`config.mk`:
```
export PLATFORM = sky130hd
export DESIGN_NAME = memory_pattern_test_engine
export DESIGN_NICKNAME = d
export VERILOG_FILES = /design/src/rtl/mpte_pkg.sv /design/src/rtl/memory_pattern_test_engine.sv /design/src/rtl/mpte_in_reg.sv /design/src/rtl/mpte_step.sv
export SDC_FILE = /design/constraint.sdc
export NUM_CORES = 1
export LEC_CHECK = 0
export ABC_AREA = 1
export BUFFER_PORTS_ARGS = -buffer_cell sky130_fd_sc_hd__buf_4
export CAP_MARGIN = 20
export CORE_MARGIN = 8
export CORE_UTILIZATION = 38
export CTS_BUF_LIST = sky130_fd_sc_hd__clkbuf_16
export DETAILED_ROUTE_END_ITERATION = 8
export SKIP_CTS_REPAIR_TIMING = 1
export SLEW_MARGIN = 20
export SYNTH_ARGS = -nofsm -noshare
export SYNTH_HDL_FRONTEND = slang
export SYNTH_SLANG_ARGS = --single-unit
```
`constraint.sdc`:
```
create_clock -name clk -period 4.4 [get_ports clk]
set_input_delay 0.22 -clock clk [delete_from_list [all_inputs] [get_ports clk]]
set_output_delay 0.22 -clock clk [all_outputs]
set_load 0.005 [all_outputs]
```
`src/rtl/mpte_pkg.sv`:
```
// Types, codes and pattern function of the memory pattern test engine.
`timescale 1ns / 1ps

package mpte_pkg;

  // Input action codes.
  localparam logic [1:0] ACT_START      = 2'd0;
  localparam logic [1:0] ACT_WRITE_DONE = 2'd1;
  localparam logic [1:0] ACT_READ_DATA  = 2'd2;

  // Result command codes.
  localparam logic [1:0] CMD_IDLE   = 2'd0;
  localparam logic [1:0] CMD_WRITE  = 2'd1;
  localparam logic [1:0] CMD_READ   = 2'd2;
  localparam logic [1:0] CMD_FINISH = 2'd3;

  // Configuration register indexes.
  localparam logic CFG_START_ADDR = 1'b0;
  localparam logic CFG_END_ADDR   = 1'b1;

  localparam logic [2:0]  LAST_PATTERN = 3'd5;
  localparam logic [31:0] PAT_ODD_BITS  = 32'h5555_5555;
  localparam logic [31:0] PAT_EVEN_BITS = 32'hAAAA_AAAA;
  localparam logic [31:0] PAT_ZEROS     = 32'h0000_0000;
  localparam logic [31:0] PAT_ONES      = 32'hFFFF_FFFF;

  typedef enum logic [1:0] {
    PHASE_IDLE,
    PHASE_WRITE,
    PHASE_READ
  } phase_t;

  typedef struct packed {
    phase_t      phase;
    logic [2:0]  pattern;
    logic [29:0] cursor;
    logic        error_seen;
  } eng_state_t;

  typedef struct packed {
    logic [1:0]  cmd;
    logic [31:0] mem_address;
    logic [31:0] write_word;
    logic [2:0]  pattern_index;
    logic        mismatch;
    logic [31:0] fail_address;
    logic [31:0] fail_data;
    logic        all_passed;
  } result_t;

  // Expected data word for a pattern at a given word address.
  function automatic logic [31:0] pattern_value(input logic [2:0] pat,
                                                input logic [29:0] word);
    logic [31:0] byte_addr;
    byte_addr = {word, 2'b00};
    case (pat)
      3'd0:    pattern_value = PAT_ODD_BITS;
      3'd1:    pattern_value = PAT_EVEN_BITS;
      3'd2:    pattern_value = PAT_ZEROS;
      3'd3:    pattern_value = PAT_ONES;
      3'd4:    pattern_value = byte_addr;
      default: pattern_value = ~byte_addr;
    endcase
  endfunction

endpackage

```
`src/rtl/memory_pattern_test_engine.sv`:
```
// Top level of the memory pattern test engine.
`timescale 1ns / 1ps
// The engine drives a memory through six data patterns (alternating bits
// both ways, all zeros, all ones, the word's byte address and its inverse).
// For each pattern it writes every word of the range set by start_address
// and end_address (end exclusive), then reads the range back and compares.
// The input channel carries one action per transfer: start a run, the
// previous write was accepted, or read data returned. The result channel
// answers every input transfer with exactly one result transfer holding the
// next memory command (idle, write, read or finished), its address and write
// data, the pattern number, any mismatch with its address and data, and the
// pass flag on the finishing result.
// Configuration registers are written through the cfg_ channel, which is
// always ready; index 0 is start_address, index 1 is end_address. Write them
// only while no run step is in flight.
// An input transfer lands in an input register; the step logic then updates
// the engine state and loads the result register, so each result passes
// through the input register and the result register before it is offered.
// One item is taken per cycle while results are accepted. When the receiver
// stalls, the result register holds its transfer and the input register
// absorbs one more, after which in_tready drops.
// The synchronous reset clears both registers' valid flags, the engine state
// and the configuration registers.

module memory_pattern_test_engine import mpte_pkg::*; (
  input  logic         clk,
  input  logic         rst_n,
  // Input channel.
  input  logic         in_tvalid,
  output logic         in_tready,
  input  logic [31:0]  in_tdata,   // [31:0] read_data
  input  logic [1:0]   in_tuser,   // [1:0] action
  // Result channel.
  output logic         out_tvalid,
  input  logic         out_tready,
  // [31:0] mem_address, [63:32] write_word, [66:64] pattern_index,
  // [67] mismatch, [99:68] fail_address, [131:100] fail_data,
  // [132] all_passed, [135:133] zero
  output logic [135:0] out_tdata,
  output logic [1:0]   out_tuser,  // [1:0] command
  // Configuration write channel.
  input  logic         cfg_valid,
  output logic         cfg_ready,
  input  logic         cfg_index,
  input  logic [31:0]  cfg_data
);

  logic        item_valid;
  logic [1:0]  item_action;
  logic [31:0] item_read_data;
  logic        advance;

  logic [31:0] start_address_r;
  logic [31:0] end_address_r;

  eng_state_t  state_r;
  eng_state_t  state_nxt;
  result_t     step_res;

  logic        out_valid_r;
  result_t     out_res_r;

  // The step fires whenever an item waits and the result register is free
  // or is being emptied in this cycle.
  assign advance = item_valid && (!out_valid_r || out_tready);

  mpte_in_reg u_in_reg (
    .clk          (clk),
    .rst_n        (rst_n),
    .in_tvalid    (in_tvalid),
    .in_tready    (in_tready),
    .in_action    (in_tuser),
    .in_read_data (in_tdata),
    .advance      (advance),
    .valid        (item_valid),
    .action       (item_action),
    .read_data    (item_read_data)
  );

  mpte_step u_step (
    .st         (state_r),
    .action     (item_action),
    .read_data  (item_read_data),
    .first_word (start_address_r[31:2]),
    .stop_word  (end_address_r[31:2]),
    .st_nxt     (state_nxt),
    .res        (step_res)
  );

  // Configuration registers; every write transfer is taken at once.
  assign cfg_ready = 1'b1;

  always_ff @(posedge clk) begin
    if (!rst_n) begin
      start_address_r <= '0;
      end_address_r   <= '0;
    end else if (cfg_valid && cfg_ready) begin
      case (cfg_index)
        CFG_START_ADDR: start_address_r <= cfg_data;
        CFG_END_ADDR:   end_address_r   <= cfg_data;
        default:        start_address_r <= start_address_r;
      endcase
    end
  end

  // Engine state advances once per processed item.
  always_ff @(posedge clk) begin
    if (!rst_n) begin
      state_r.phase      <= PHASE_IDLE;
      state_r.pattern    <= '0;
      state_r.cursor     <= '0;
      state_r.error_seen <= 1'b0;
    end else if (advance) begin
      state_r <= state_nxt;
    end
  end

  // Result register.
  always_ff @(posedge clk) begin
    if (!rst_n) begin
      out_valid_r <= 1'b0;
    end else if (advance) begin
      out_valid_r <= 1'b1;
    end else if (out_tready) begin
      out_valid_r <= 1'b0;
    end
  end

  always_ff @(posedge clk) begin
    if (advance) begin
      out_res_r <= step_res;
    end
  end

  assign out_tvalid = out_valid_r;
  assign out_tuser  = out_res_r.cmd;
  assign out_tdata  = {3'b000,
                       out_res_r.all_passed,
                       out_res_r.fail_data,
                       out_res_r.fail_address,
                       out_res_r.mismatch,
                       out_res_r.pattern_index,
                       out_res_r.write_word,
                       out_res_r.mem_address};

endmodule

```
`src/rtl/mpte_in_reg.sv`:
```
// Input register stage of the memory pattern test engine.
`timescale 1ns / 1ps

module mpte_in_reg import mpte_pkg::*; (
  input  logic        clk,
  input  logic        rst_n,
  input  logic        in_tvalid,
  output logic        in_tready,
  input  logic [1:0]  in_action,
  input  logic [31:0] in_read_data,
  input  logic        advance,
  output logic        valid,
  output logic [1:0]  action,
  output logic [31:0] read_data
);

  logic        valid_r;
  logic [1:0]  action_r;
  logic [31:0] read_data_r;

  // The stage can refill in the same cycle that it hands its item on.
  assign in_tready = !valid_r || advance;

  always_ff @(posedge clk) begin
    if (!rst_n) begin
      valid_r <= 1'b0;
    end else if (in_tready) begin
      valid_r <= in_tvalid;
    end
  end

  always_ff @(posedge clk) begin
    if (in_tvalid && in_tready) begin
      action_r    <= in_action;
      read_data_r <= in_read_data;
    end
  end

  assign valid     = valid_r;
  assign action    = action_r;
  assign read_data = read_data_r;

endmodule

```
`src/rtl/mpte_step.sv`:
```
// Next-state and result logic for one engine step.
`timescale 1ns / 1ps

module mpte_step import mpte_pkg::*; (
  input  eng_state_t  st,
  input  logic [1:0]  action,
  input  logic [31:0] read_data,
  input  logic [29:0] first_word,
  input  logic [29:0] stop_word,
  output eng_state_t  st_nxt,
  output result_t     res
);

  logic [29:0] cursor_inc;
  logic        inc_in_range;
  logic        first_in_range;
  logic        more_patterns;
  logic        write_ok;
  logic        read_ok;
  logic        data_bad;
  logic [1:0]  cmd;

  assign cursor_inc     = st.cursor + 30'd1;
  assign inc_in_range   = cursor_inc < stop_word;
  assign first_in_range = first_word < stop_word;
  assign more_patterns  = st.pattern < LAST_PATTERN;
  assign write_ok       = (action == ACT_WRITE_DONE) && (st.phase == PHASE_WRITE);
  assign read_ok        = (action == ACT_READ_DATA) && (st.phase == PHASE_READ);
  assign data_bad       = read_ok && (read_data != pattern_value(st.pattern, st.cursor));

  // Next state.
  always_comb begin
    st_nxt = st;
    case (action)
      ACT_START: begin
        st_nxt.pattern    = 3'd0;
        st_nxt.error_seen = 1'b0;
        st_nxt.cursor     = first_word;
        st_nxt.phase      = first_in_range ? PHASE_WRITE : PHASE_IDLE;
      end
      ACT_WRITE_DONE: begin
        if (write_ok) begin
          if (inc_in_range) begin
            st_nxt.cursor = cursor_inc;
          end else begin
            st_nxt.cursor = first_word;
            st_nxt.phase  = first_in_range ? PHASE_READ : PHASE_IDLE;
          end
        end
      end
      ACT_READ_DATA: begin
        if (read_ok) begin
          if (data_bad) begin
            st_nxt.error_seen = 1'b1;
          end
          if (inc_in_range) begin
            st_nxt.cursor = cursor_inc;
          end else if (more_patterns) begin
            st_nxt.pattern = st.pattern + 3'd1;
            st_nxt.cursor  = first_word;
            st_nxt.phase   = first_in_range ? PHASE_WRITE : PHASE_IDLE;
          end else begin
            st_nxt.cursor = cursor_inc;
            st_nxt.phase  = PHASE_IDLE;
          end
        end
      end
      default: begin
        st_nxt = st;
      end
    endcase
  end

  // Command selection.
  always_comb begin
    cmd = CMD_IDLE;
    case (action)
      ACT_START: begin
        cmd = first_in_range ? CMD_WRITE : CMD_FINISH;
      end
      ACT_WRITE_DONE: begin
        if (write_ok) begin
          if (inc_in_range) begin
            cmd = CMD_WRITE;
          end else begin
            cmd = first_in_range ? CMD_READ : CMD_FINISH;
          end
        end
      end
      ACT_READ_DATA: begin
        if (read_ok) begin
          if (inc_in_range) begin
            cmd = CMD_READ;
          end else if (more_patterns && first_in_range) begin
            cmd = CMD_WRITE;
          end else begin
            cmd = CMD_FINISH;
          end
        end
      end
      default: begin
        cmd = CMD_IDLE;
      end
    endcase
  end

  // Result fields follow from the command and the updated state.
  always_comb begin
    res               = '0;
    res.cmd           = cmd;
    res.pattern_index = st_nxt.pattern;
    if (cmd == CMD_WRITE || cmd == CMD_READ) begin
      res.mem_address = {st_nxt.cursor, 2'b00};
    end
    if (cmd == CMD_WRITE) begin
      res.write_word = pattern_value(st_nxt.pattern, st_nxt.cursor);
    end
    if (data_bad) begin
      res.mismatch     = 1'b1;
      res.fail_address = {st.cursor, 2'b00};
      res.fail_data    = read_data;
    end
    res.all_passed = (cmd == CMD_FINISH) && !st_nxt.error_seen;
  end

endmodule

```
Yosys cells after proc, flatten, opt, wreduce, memory -nomap -nowiden
Index checks and enable logic that the tools add are counted.
{"block": "word_totals", "elab_cells": 99, "reg_bits": 271}
{"block": "op_classes", "magnitude_cmp": 3, "n_addsub": 2, "reduce_logical": 21, "bitwise_logic": 3, "n_mux": 30, "n_eq_ne": 20}
{"op": "one-hot mux 32 bit (5 select lines)", "count": 2}
{"op": "two-way mux 30 bit", "count": 4}
{"op": "one-hot mux 30 bit (3 select lines)", "count": 1}
{"op": "two-way mux 65 bit", "count": 1}
{"op": "inverter 32 bit", "count": 2}
{"op": "less-than comparator 30 bit", "count": 2}
{"op": "two-way mux 36 bit", "count": 1}
{"op": "!= test 32 bit", "count": 1}
{"op": "adder 30 x 1 -> 30 bit, second input constant", "count": 1}
{"op": "two-way mux 2 bit", "count": 10}
{"op": "== test 3 x 2 -> 1 bit, second input constant", "count": 4}
{"op": "one-hot mux 2 bit (3 select lines)", "count": 2}
{"op": "== test 2 bit, second input constant", "count": 4}
{"op": "logical AND 1 bit", "count": 7}
{"op": "== test 2 x 1 -> 1 bit, second input constant", "count": 3}
{"op": "== test 3 x 1 -> 1 bit, second input constant", "count": 2}
{"op": "== test 3 bit, second input constant", "count": 2}
{"op": "zero test 3 bit", "count": 2}
{"op": "one-hot mux 3 bit (2 select lines)", "count": 1}
{"op": "AND reduction 6 bit", "count": 1}
{"op": "two-way mux 1 bit", "count": 5}
{"op": "two-way mux 5 bit", "count": 1}
{"op": "!= test 2 x 1 -> 1 bit, second input constant", "count": 2}
{"op": "!= test 2 bit, second input constant", "count": 2}
{"op": "other kinds (11)", "count": 16}

Depth between registers and ports, before layout
{"block": "logic_depth", "word_depth": 9, "mapped_depth": 31, "mapped_depth_nobuf": 28}

Modules after synthesis
A second synthesis with hierarchy kept.
{"block": "hier_totals", "cells_unflattened": 2162, "area_unflattened_um2": 16318.2}
{"module": "memory_pattern_test_engine", "area_per_inst_um2": 7917.6, "instances": 1, "cells_per_inst": 646}
{"module": "mpte_step", "area_per_inst_um2": 7328.3, "instances": 1, "cells_per_inst": 1475}
{"module": "mpte_in_reg", "area_per_inst_um2": 1072.3, "instances": 1, "cells_per_inst": 41}

Least setup slack after synthesis
OpenSTA, ideal clock, no wires.
{"block": "synth_timing", "path_type": "reg-to-reg", "startpoint": "register out_valid_r (netlist: out_tvalid)", "endpoint": "register state_r[32] (netlist bit)", "stages_incl_launch_ff": 7, "t_arrival_ps": 3641, "setup_ps": 113, "required_ps": 4287, "n_path_buf": 1, "setup_slack_ps": 647, "cell_sequence": "dfxtp_1 > nand2_1 > nand2_1 > clkbuf_1 > inv_1 > o21ai_0 > a21oi_1"}
{"block": "synth_via", "elab_chain_cells": 3}
{"item": "start: declaration", "line": "memory_pattern_test_engine.sv:60", "text": "logic out_valid_r;"}
{"item": "start signal: assignment", "line": "memory_pattern_test_engine.sv:121", "text": "out_valid_r <= 1'b0;"}
{"item": "start signal: assignment", "line": "memory_pattern_test_engine.sv:123", "text": "out_valid_r <= 1'b1;"}
{"item": "start signal: assignment", "line": "memory_pattern_test_engine.sv:125", "text": "out_valid_r <= 1'b0;"}
{"item": "zero test 1 bit", "line": "memory_pattern_test_engine.sv:65", "text": "assign advance = item_valid && (!out_valid_r || out_tready);"}
{"item": "logical OR 1 bit", "line": "memory_pattern_test_engine.sv:65"}
{"item": "logical AND 1 bit", "line": "memory_pattern_test_engine.sv:65"}
{"item": "net advance", "line": "memory_pattern_test_engine.sv:51", "text": "logic advance;"}
{"item": "end signal: assignment", "line": "memory_pattern_test_engine.sv:114", "text": "state_r <= state_nxt;"}
{"item": "end: declaration", "line": "memory_pattern_test_engine.sv:56", "text": "eng_state_t state_r;"}
The timed path passes the listed nets, and every way through them passes these cells.
A chain may end at the register's enable or synchronous reset.

Worst setup path in the final report
{"block": "layout_timing", "startpoint": "register state_r[2] (netlist bit)", "endpoint": "register out_res_r (netlist bit out_tdata[55]) (data pin)"}
{"block": "layout_via", "elab_chain_cells": 7, "elab_cells_between_ends": 23}
{"item": "adder 30 x 1 -> 30 bit *", "line": "mpte_step.sv:23", "text": "assign cursor_inc = st.cursor + 30'd1;"}
{"item": "less-than comparator 30 bit / two-way mux 30 bit (equally long branches)", "line": "mpte_step.sv:24, mpte_step.sv:58"}
{"item": "two-way mux 5 bit (tied with other cells)", "line": "mpte_step.sv:56", "text": "if (inc_in_range) begin"}
{"item": "two-way mux 36 bit / two-way mux 30 bit (equally long branches)", "line": "mpte_step.sv:52, mpte_step.sv:42"}
{"item": "one-hot mux 3 bit (2 select lines) / one-hot mux 30 bit (3 select lines) (equally long branches)", "line": "mpte_step.sv:34", "text": "case (action)"}
{"item": "== test 3 bit (tied with other cells)", "line": "mpte_pkg.sv:56", "text": "case (pat)"}
{"item": "one-hot mux 32 bit (5 select lines)", "line": "mpte_pkg.sv:56"}
{"item": "end signal: assignment", "line": "memory_pattern_test_engine.sv:131", "text": "out_res_r <= step_res;"}
{"item": "end: declaration", "line": "memory_pattern_test_engine.sv:61", "text": "result_t out_res_r;"}
Every way passes the cells marked *; elsewhere a longest branch is shown, timed or not. The select of a mux whose other input is x is not followed.

==> metrics.yaml <==
worst_slew_pin_slew_ns: 0.8906
gp_congestion: 0.9392
rows: 74
synth.yosys.warnings: 0
synth_compound_area_frac: 0.1445
cts_buffers: 30
cp-end-kind: "register"
dr.first_iter.drc_count: 1629
wl_per_cell_microns: 19.91
worst_slack_ns: 0.3208
area_growth_pct: 25.38
die_h_microns: 218.6
antenna_found_initial: 0
core-area_sq_mm: 0.04065
cts_max_level: 1
synth-seq-cells: 263
whs_path_depth: 3
cap_viol_max_count: 0
layout.filler_cells: 3898
leakage_nw: 8.471
ioPinCount: 213
crit_arrival_ns: 4.42
placed_cells_incl_taps: 2739
die_x_microns: 218.6
power.density_mw_per_mm2: 355.3
startpoint_type: "register"
diodes: 0
port_buffers: 202
synth_cells: 2049
post-route-period-util: 0.9271
synth_simple_gate_area_frac: 0.2409
fmax_ghz: 0.2451
overflow: 0
die_area_sq_mm: 0.04779
dp.final_hpwl_microns: 42480
grt_max_degree: 86
grt_first_pass_wirelength_microns: 85090
rr_worst_depth: 25
synth.area.top_cells: "edfxtp_1 32%, dfxtp_1 13%, nand2_1 10%"
vias: 15050
cts.sinks: 263
yosysSeqAreaShare: 0.4434
drc: 0
grt_pass1_vias: 13940
initial_core_util: 0.3838
synth_cell_types: 43
worst_slew_margin_rel: 0.4048
cts_tree: "done"
yosys.area.top_type: "edfxtp_1"
avgSynthCellArea_sq_um: 7.613
synth.top_cell.area_share: 0.3176
clk_pin_slew_ns: 0.06
multi_input_area_sq_mm: 0.007266
cp_max_fo: 32
firstDrtPassIters: 6
final.min_clock_period_ns: 4.079
layout.cells.non_filler: 2865
grt_use_total: 0.2289
cts_root_buf: "clkbuf_16"
seq_area_sq_mm: 0.006928
critical_path_class: "reg2reg"
synthMuxAreaShare: 0
clk_latency_ns: 0.60
rrSetupSlack_ns: 0.32
synth_top_family_by_area: "simple AND/OR/NAND/NOR gates"
drt_wl_total_microns: 57040
antenna_left: 0
synth_xor_xnor_area_share: 0.01628
min_path_type: "in2reg"
synth_area_sq_mm: 0.01560
setup_viol_count_final: 0
drive_above_1_share: 0.1625
fin_nets: 2451
clock_skew_ns: 0.02054
ir_drop_v: 0.0002473
dp_worst_setup_slack_ns: 0.1992
yosys.area_share.adder: 0.05614
hold_violations: 0
viasPerCell: 5.253
status: "complete, no violations"
clock_path_buffers: 3
required_ns: 4.75
maxSlewViolCount: 0
==> cells in the mapped netlist, drive strengths merged <==
master / instances
a211oi: 1
a21o: 2
a21oi: 165
a221oi: 9
a31oi: 2
and2: 2
and3: 1
buf: 37
clkbuf: 73
clkinv: 3
conb: 2
dfxtp: 98
edfxtp: 165
ha: 70
inv: 257
nand2: 429
nand3: 150
nand3b: 9
nand4: 13
nor2: 285
nor3: 4
o211a: 1
o211ai: 9
o21a: 2
o21ai: 209
o221ai: 18
or2: 4
xor2: 29
==> layout make-up <==
cell class                      count  area share
Inverter                          260     0.05003
Clock inverter                     26     0.01151
Tap cell                          532     0.03403
Multi-Input combinational cell   1423      0.3715
Sequential cell                   263      0.3542
Timing Repair Buffer              331      0.1404
Clock buffer                       30     0.03838
==> worst paths after layout <==
path                    start            endpoint
max                state_r[2]       out_tdata[55]
min reg2reg  end_address_r[8]    end_address_r[8]
max reg2reg        state_r[2]       out_tdata[55]
min               cfg_data[2]  start_address_r[2]
==> per-layer routing <==
metal	GRT usage	vias up	share of wire
met5	0	-	0
met4	0.08106	0	0.037
met3	0.04092	99	0.085
met2	0.3533	723	0.43
met1	0.3178	6968	0.44
li1	-	7260	-
==> kinds of logic after synthesis <==
family | count (synthesis)
AO/OA/AOI/OAI | 418
XOR/XNOR | 29
adder cells (fa/ha/maj) | 70
buffers and inverters | 370
flip-flops | 263
other | 2
AND/OR/NAND/NOR | 897
==> critical path, stage by stage, from the launching register on <==
cell	delay (ns)
dfxtp_1	0.39
nand3_2	0.17
inv_1	0.17
nand2_1	0.15
nor2_1	0.15
xor2_1	0.44
inv_1	0.10
ha_1	0.31
nand2_1	0.06
nand2_1	0.04
nand2_1	0.05
nand2_1	0.05
nand2_1	0.06
nand2_1	0.08
a21oi_4	0.18
buf_12	0.23
nand3_1	0.18
nand3_1	0.16
nand2_1	0.17
nand2_2	0.15
nand2_2	0.07
buf_12	0.17
inv_1	0.11
nand3_1	0.08
nand2_1	0.08
nor2_1	0.04
==> sequential cells by signal (all words and copies together) (netlist names) <==
| signal | count |
|---|---|
| u_in_reg.valid | 1 |
| state_r | 36 |
| u_in_reg.read_data | 32 |
| end_address_r | 30 |
| u_in_reg.action | 2 |
| out_tdata | 129 |
| out_tuser | 2 |
| start_address_r | 30 |
| out_tvalid | 1 |
==> cells in the final DEF (no fill, tap or decap), drive strengths merged, types with 2 or more instances in the layout <==
cell / n
o21a: 2
clkinv: 12
bufinv: 3
buf: 262
nor2: 285
or2: 4
o211ai: 9
o21ai: 209
o221ai: 18
nand4: 13
a21oi: 165
xor2: 29
inv: 269
nand3: 151
nand3b: 9
nor3: 4
edfxtp: 165
a221oi: 9
a31oi: 2
conb: 8
clkinvlp: 2
and2: 2
nand2: 429
a21o: 2
clkbuf: 30
dlygate4sd3: 69
ha: 70
dfxtp: 98
==> power breakdown <==
| part | total (mW) | internal [mW] | switching, mW |
|---|---|---|---|
| sequential | 2.87 | 2.77 | 0.100 |
| combinational | 1.59 | 0.565 | 1.02 |
| clock | 2.49 | 1.42 | 1.07 |
==> through the flow <==
| stage | hold WS (ns) | cell area, sq um | total power, mW | TNS, ns | util |
|---|---|---|---|---|---|
| 3_5_place_dp | 0.3993 | 17790 | 4.424 | 0 | 0.4377 |
| 3_3_place_gp | 0.3993 | 17790 | 4.394 | 0 | 0.4377 |
| 5_1_grt | 0.02964 | 19560 | 7.261 | -0.0009064 | 0.4812 |
| 6_report | 0.06423 | 19560 | 6.950 | 0 | 0.4812 |
| 2_1_floorplan | 0.3189 | 15620 | 3.827 | 0 | - |
| 4_1_cts | -0.2293 | 18770 | 6.913 | 0 | 0.4617 |
Power figures use the tool's default switching activity.
